### config.mk
export PLATFORM = sky130hd
export DESIGN_NAME = bnum_ctrl
export DESIGN_NICKNAME = d
export VERILOG_FILES = /design/src/sv/bnum_pkg.sv /design/src/sv/bnum_ctrl.sv
export SDC_FILE = /design/constraint.sdc
export NUM_CORES = 1
export LEC_CHECK = 0
export ABC_CLOCK_PERIOD_IN_PS = 1530
export BUFFER_PORTS_ARGS = -buffer_cell sky130_fd_sc_hd__buf_2
export CAP_MARGIN = 20
export CORE_AREA = 8 8 45 47
export CTS_CLUSTER_SIZE = 14
export DETAILED_ROUTE_END_ITERATION = 16
export DIE_AREA = 0 0 53 55
export PLACE_DENSITY_LB_ADDON = 0.2
export SLEW_MARGIN = 20
export SYNTH_ARGS = -nofsm -noshare
export SYNTH_HDL_FRONTEND = slang
export SYNTH_SLANG_ARGS = --single-unit
export TNS_END_PERCENT = 10
### constraint.sdc
create_clock -name clk_i -period 1.53 [get_ports clk_i]
set_clock_uncertainty 0.15 [all_clocks]
set_input_delay 0.306 -clock clk_i [delete_from_list [all_inputs] [get_ports clk_i]]
set_output_delay 0.306 -clock clk_i [all_outputs]
set_load 0.02 [all_outputs]
### src/sv/bnum_pkg.sv
// Package for the nearest unique barcode match block.
// Holds sizes, request and result types, codes and controller/datapath links.
// No dependencies.
package bnum_pkg;

  localparam int unsigned TABLE_DEPTH   = 4096;
  localparam int unsigned BARCODE_BASES = 16;
  localparam int unsigned BASE_W        = 3;
  localparam int unsigned BARCODE_W     = BASE_W * BARCODE_BASES;
  localparam int unsigned ADDR_W        = (TABLE_DEPTH > 1) ? $clog2(TABLE_DEPTH) : 1;
  localparam int unsigned CNT_W         = $clog2(TABLE_DEPTH + 1);
  localparam int unsigned INDEX_W       = 12;
  localparam int unsigned DIST_W        = 5;
  localparam int unsigned ENTRIES_W     = 13;
  localparam int unsigned CFG_IDX_W     = 1;
  localparam int unsigned CFG_DATA_W    = 13;
  localparam int unsigned CMP_W         = (CNT_W > INDEX_W) ?
                                          ((CNT_W > ENTRIES_W) ? CNT_W : ENTRIES_W) :
                                          ((INDEX_W > ENTRIES_W) ? INDEX_W : ENTRIES_W);

  localparam logic [DIST_W-1:0]    MAX_DIST_RESET = DIST_W'(2);
  localparam logic [ENTRIES_W-1:0] ENTRIES_RESET  = '0;

  typedef enum logic [0:0] {
    OP_LOAD  = 1'b0,
    OP_QUERY = 1'b1
  } op_e;

  typedef enum logic [CFG_IDX_W-1:0] {
    REG_MAX_DISTANCE   = 1'b0,
    REG_ENTRIES_IN_USE = 1'b1
  } cfg_reg_e;

  typedef struct packed {
    logic                 opcode;
    logic [INDEX_W-1:0]   entry_index;
    logic [BARCODE_W-1:0] barcode_bases;
  } in_req_t;

  typedef struct packed {
    logic               match_found;
    logic [INDEX_W-1:0] match_index;
    logic [DIST_W-1:0]  best_distance;
  } out_rsp_t;

  typedef struct packed {
    logic write;
    logic start;
    logic issue;
    logic load_out;
  } dp_cmd_t;

  typedef struct packed {
    logic count_zero;
    logic last_issue;
    logic busy;
  } dp_sts_t;

endpackage

### src/sv/bnum_ctrl.sv
// Controller for the nearest unique barcode match block.
// Sequences load, scan, drain and result hand-off; depends on bnum_pkg.
module bnum_ctrl (
  input  logic              clk_i,
  input  logic              rst_ni,
  input  logic              in_valid_i,
  output logic              in_ready_o,
  input  logic              in_opcode_i,
  output logic              out_valid_o,
  input  logic              out_ready_i,
  output bnum_pkg::dp_cmd_t cmd_o,
  input  bnum_pkg::dp_sts_t sts_i
);

  typedef enum logic [1:0] {
    ST_IDLE,
    ST_SCAN,
    ST_DRAIN,
    ST_FINISH
  } state_e;

  state_e state_q;
  logic   out_valid_q;
  logic   accept;
  logic   out_free;

  assign in_ready_o = (state_q == ST_IDLE);
  assign accept     = in_valid_i && in_ready_o;
  assign out_free   = !out_valid_q || out_ready_i;

  always_comb begin
    cmd_o          = '0;
    cmd_o.write    = accept && (in_opcode_i == bnum_pkg::OP_LOAD);
    cmd_o.start    = accept && (in_opcode_i == bnum_pkg::OP_QUERY);
    cmd_o.issue    = (state_q == ST_SCAN) && !sts_i.count_zero;
    cmd_o.load_out = (state_q == ST_FINISH) && out_free;
  end

  always_ff @(posedge clk_i or negedge rst_ni) begin
    if (!rst_ni) begin
      state_q     <= ST_IDLE;
      out_valid_q <= 1'b0;
    end else begin
      if (cmd_o.load_out) begin
        out_valid_q <= 1'b1;
      end else if (out_ready_i) begin
        out_valid_q <= 1'b0;
      end
      case (state_q)
        ST_IDLE: begin
          if (cmd_o.start) begin
            state_q <= ST_SCAN;
          end
        end
        ST_SCAN: begin
          if (sts_i.count_zero || sts_i.last_issue) begin
            state_q <= ST_DRAIN;
          end
        end
        ST_DRAIN: begin
          if (!sts_i.busy) begin
            state_q <= ST_FINISH;
          end
        end
        ST_FINISH: begin
          if (out_free) begin
            state_q <= ST_IDLE;
          end
        end
        default: begin
          state_q <= ST_IDLE;
        end
      endcase
    end
  end

  assign out_valid_o = out_valid_q;

endmodule

==> flow_summary.json <==
{
  "rows": 14,
  "cap_violations": 0,
  "grt_usage_pct": 5.47,
  "grt_antenna_before_repair": 0,
  "gr-total-overflow": 0,
  "fin_nets": 66,
  "violations": "negative setup slack",
  "fin_crit_sh_pct": 112,
  "synth-adder-area-share_pct": 23.1,
  "clk_latency_ns": 0.23,
  "ys_warn_count": 0,
  "ant_nets": 0,
  "hold_viol_final": 0,
  "startpoint_type": "flop",
  "rsz0062_at_grt": "yes",
  "design.die.area_um2": 2920,
  "gp_congestion": 0.730,
  "synth_top_family_by_area": "simple AND/OR/NAND/NOR gates",
  "worstPathArrival_ns": 1.68,
  "drt-total-wl_um": 691,
  "slew_viol_final": 0,
  "netlist_instances": 26,
  "layout_setup_ws_ns": -0.187,
  "io_buffers": 13,
  "synth_seq_area_share_pct": 27.8,
  "drc": 0,
  "syn-cell-area_um2": 270,
  "powerDensity_nw_per_um2": 2060,
  "drt_iter0_markers": 6,
  "numCtsBuffers": 3,
  "hpwl_um": 547,
  "whs_ns": 0.216,
  "hold_class": "in -> reg",
  "cp_max_fo": 2,
  "start_util_pct": 19.5,
  "fin_crit_ns": 1.72,
  "outcome": "finished, violations left",
  "worstPathCellList": "inv_2 > buf_6 > ha_4 > or3b_4 > nand4_4 > mux2_4",
  "die_y_um": 55,
  "relSlewSlack_pct": 89.1,
  "cts-root-buf": "clkbuf_4",
  "via_count": 273,
  "setup_viol": 7,
  "cts_htree_levels": 1,
  "yosysTopAreaCell": "dfrtp_1",
  "avgRoutedWirePerCell_um": 10.2,
  "yosys.area_share.simple_pct": 34.3,
  "synth.avg_cell_area_um2": 10.4,
  "fin_util_pct": 37.0,
  "end_kind": "flop",
  "ys_types": 16,
  "ir_worst_vdd_uv": 736,
  "synth-xor-area-share_pct": 0,
  "synth_top_area_share_pct": 27.8,
  "clockBufferDepth": 2,
  "cts_tree": "done",
  "max_freq_mhz": 582,
  "first_global_vias": 313,
  "core_area_um2": 1380,
  "grt_first_pass_wirelength_mm": 1.16,
  "synth_compound_area_share_pct": 6.48,
  "p_leak_nw": 0.253,
  "grt_max_degree": 5,
  "worst-slew-pin-transition_ns": 0.163,
  "die_w_um": 53,
  "synth.area.mux_share_pct": 5.56,
  "synthTopCellsByArea": "dfrtp_1 (28%), ha_1 (23%), nand4_4 (7.9%)",
  "dr.pass1.iters": 2,
  "avgViaCountPerCell": 4.01,
  "synth_seq_cells": 3,
  "layout-drive-gt1-share_pct": 67.3,
  "syn_to_final_growth_pct": 89.4,
  "n_antenna_cell": 0,
  "cts.sinks": 3,
  "cpPeakStageDelay_ns": 0.39,
  "cp.required_ns": 1.49,
  "syn_nets": 39,
  "critPathKind": "reg -> reg",
  "clkTransAtPathRegs_ns": 0.04,
  "n_fill_cell": 147,
  "cp_slowest_cell": "or3b_4",
  "io_pins": 14
}
[where the power goes]
| part | total [mW] | switching (mW) | internal (mW) | leakage (nW) |
|---|---|---|---|---|
| registers | 0.156 | 0.0317 | 0.124 | 0.0355 |
| clock network | 0.137 | 0.0395 | 0.0976 | 0.0150 |
| logic | 0.760 | 0.331 | 0.429 | 0.203 |
[cells in the final DEF (no fill, tap or decap), drive strengths merged, types with 2 or more instances in the layout]
| cell type | Yosys | routed |
|---|---|---|
| buf | 0 | 21 |
| clkbuf | 0 | 4 |
| dfrtp | 3 | 3 |
| ha | 5 | 5 |
| inv | 2 | 2 |
| nand2 | 2 | 2 |
| nand2b | 2 | 2 |
| nand4 | 2 | 2 |
| nor2 | 2 | 2 |
[per-layer routing]
layer / vias to the layer above / GRT usage [%] / part of all wire, %
met2: 12 / 9.96 / 51
met4: 0 / 5.17 / 1.4
met5: - / 0 / 0
met1: 121 / 3.96 / 33
met3: 2 / 2.94 / 14
li1: 138 / - / -
[cell usage after synthesis, drive strengths merged]
cell and count:
ha 5, dfrtp 3, inv 2, nand2 2, nand2b 2, nand4 2
nor2 2, a21bo 1, a21boi 1, and2 1, and3 1, mux2 1
nand3b 1, nor2b 1, or3b 1
[stage by stage]
| step | setup WS, ns | instance area [um2] | TNS (ns) | cells | power (mW) |
|---|---|---|---|---|---|
| final | -0.187 | 512 | -0.865 | 68 | 1.05 |
| after global placement | -0.0742 | 410 | -0.0779 | 59 | 0.754 |
| after detailed placement | -0.102 | 410 | -0.124 | 59 | 0.754 |
| after CTS | -0.197 | 490 | -0.959 | 66 | 1.01 |
| after global routing | -0.250 | 512 | -1.33 | 68 | 1.15 |
| after floorplan | -0.111 | 295 | -0.111 | 26 | 0.573 |
[state kept, by name, indices dropped and copies added, names as in the netlist]
name,flops
out_valid_o,1
state_q,2
[logic make-up (layout without fill, tap and decap cells)]
group                    count (synthesis)  in the layout
AO/OA/AOI/OAI                            2              2
adder cells (fa/ha/maj)                  5              5
buffers and inverters                    2             28
flip-flops                               3              3
multiplexers                             1              1
AND/OR/NAND/NOR                         13             13
[critical path: cells and delay by family, from the launching register on]
kind | cells | cell delay (ns)
adders and majority gates | 1 | 0.11
buffers and inverters | 2 | 0.18
DFF | 1 | 0.38
muxes | 1 | 0.30
and+or+nand+nor | 2 | 0.48
[repair_timing]
item,4_1_cts,5_1_grt
setup endpoints to repair,6,7
hold buffers,1,0
setup buffers,2,2
gates resized for setup,8,2
endpoints found under the hold margin,3,0
pin swaps,0,1
[cell type report]
type,count,area [um2],area share (%)
clock buffers,4,26.3,5.13
flip-flops and latches,3,75.1,14.7
well taps,16,20.0,3.91
multi-input cells,21,224,43.8
inverters,2,7.51,1.47
repair buffers,22,159,31.1
[final timing paths]
kind                                         startpoint                       to  slack, ns  cells after the start
worst min-delay path                        out_ready_i  out_valid_o$_DFFE_PN0P_       0.22                      3
worst max register to register   state_q[1]$_DFFE_PN0P_   state_q[1]$_DFFE_PN0P_      -0.19                      6
max in group asynchronous                        rst_ni   state_q[1]$_DFFE_PN0P_       0.87                      2
min in group asynchronous                        rst_ni  out_valid_o$_DFFE_PN0P_       0.25                      2
worst max-delay path             state_q[1]$_DFFE_PN0P_   state_q[1]$_DFFE_PN0P_      -0.19                      6
worst min register to register  out_valid_o$_DFFE_PN0P_  out_valid_o$_DFFE_PN0P_       0.38                      2
Note: power is estimated with default switching activity, not from simulation.
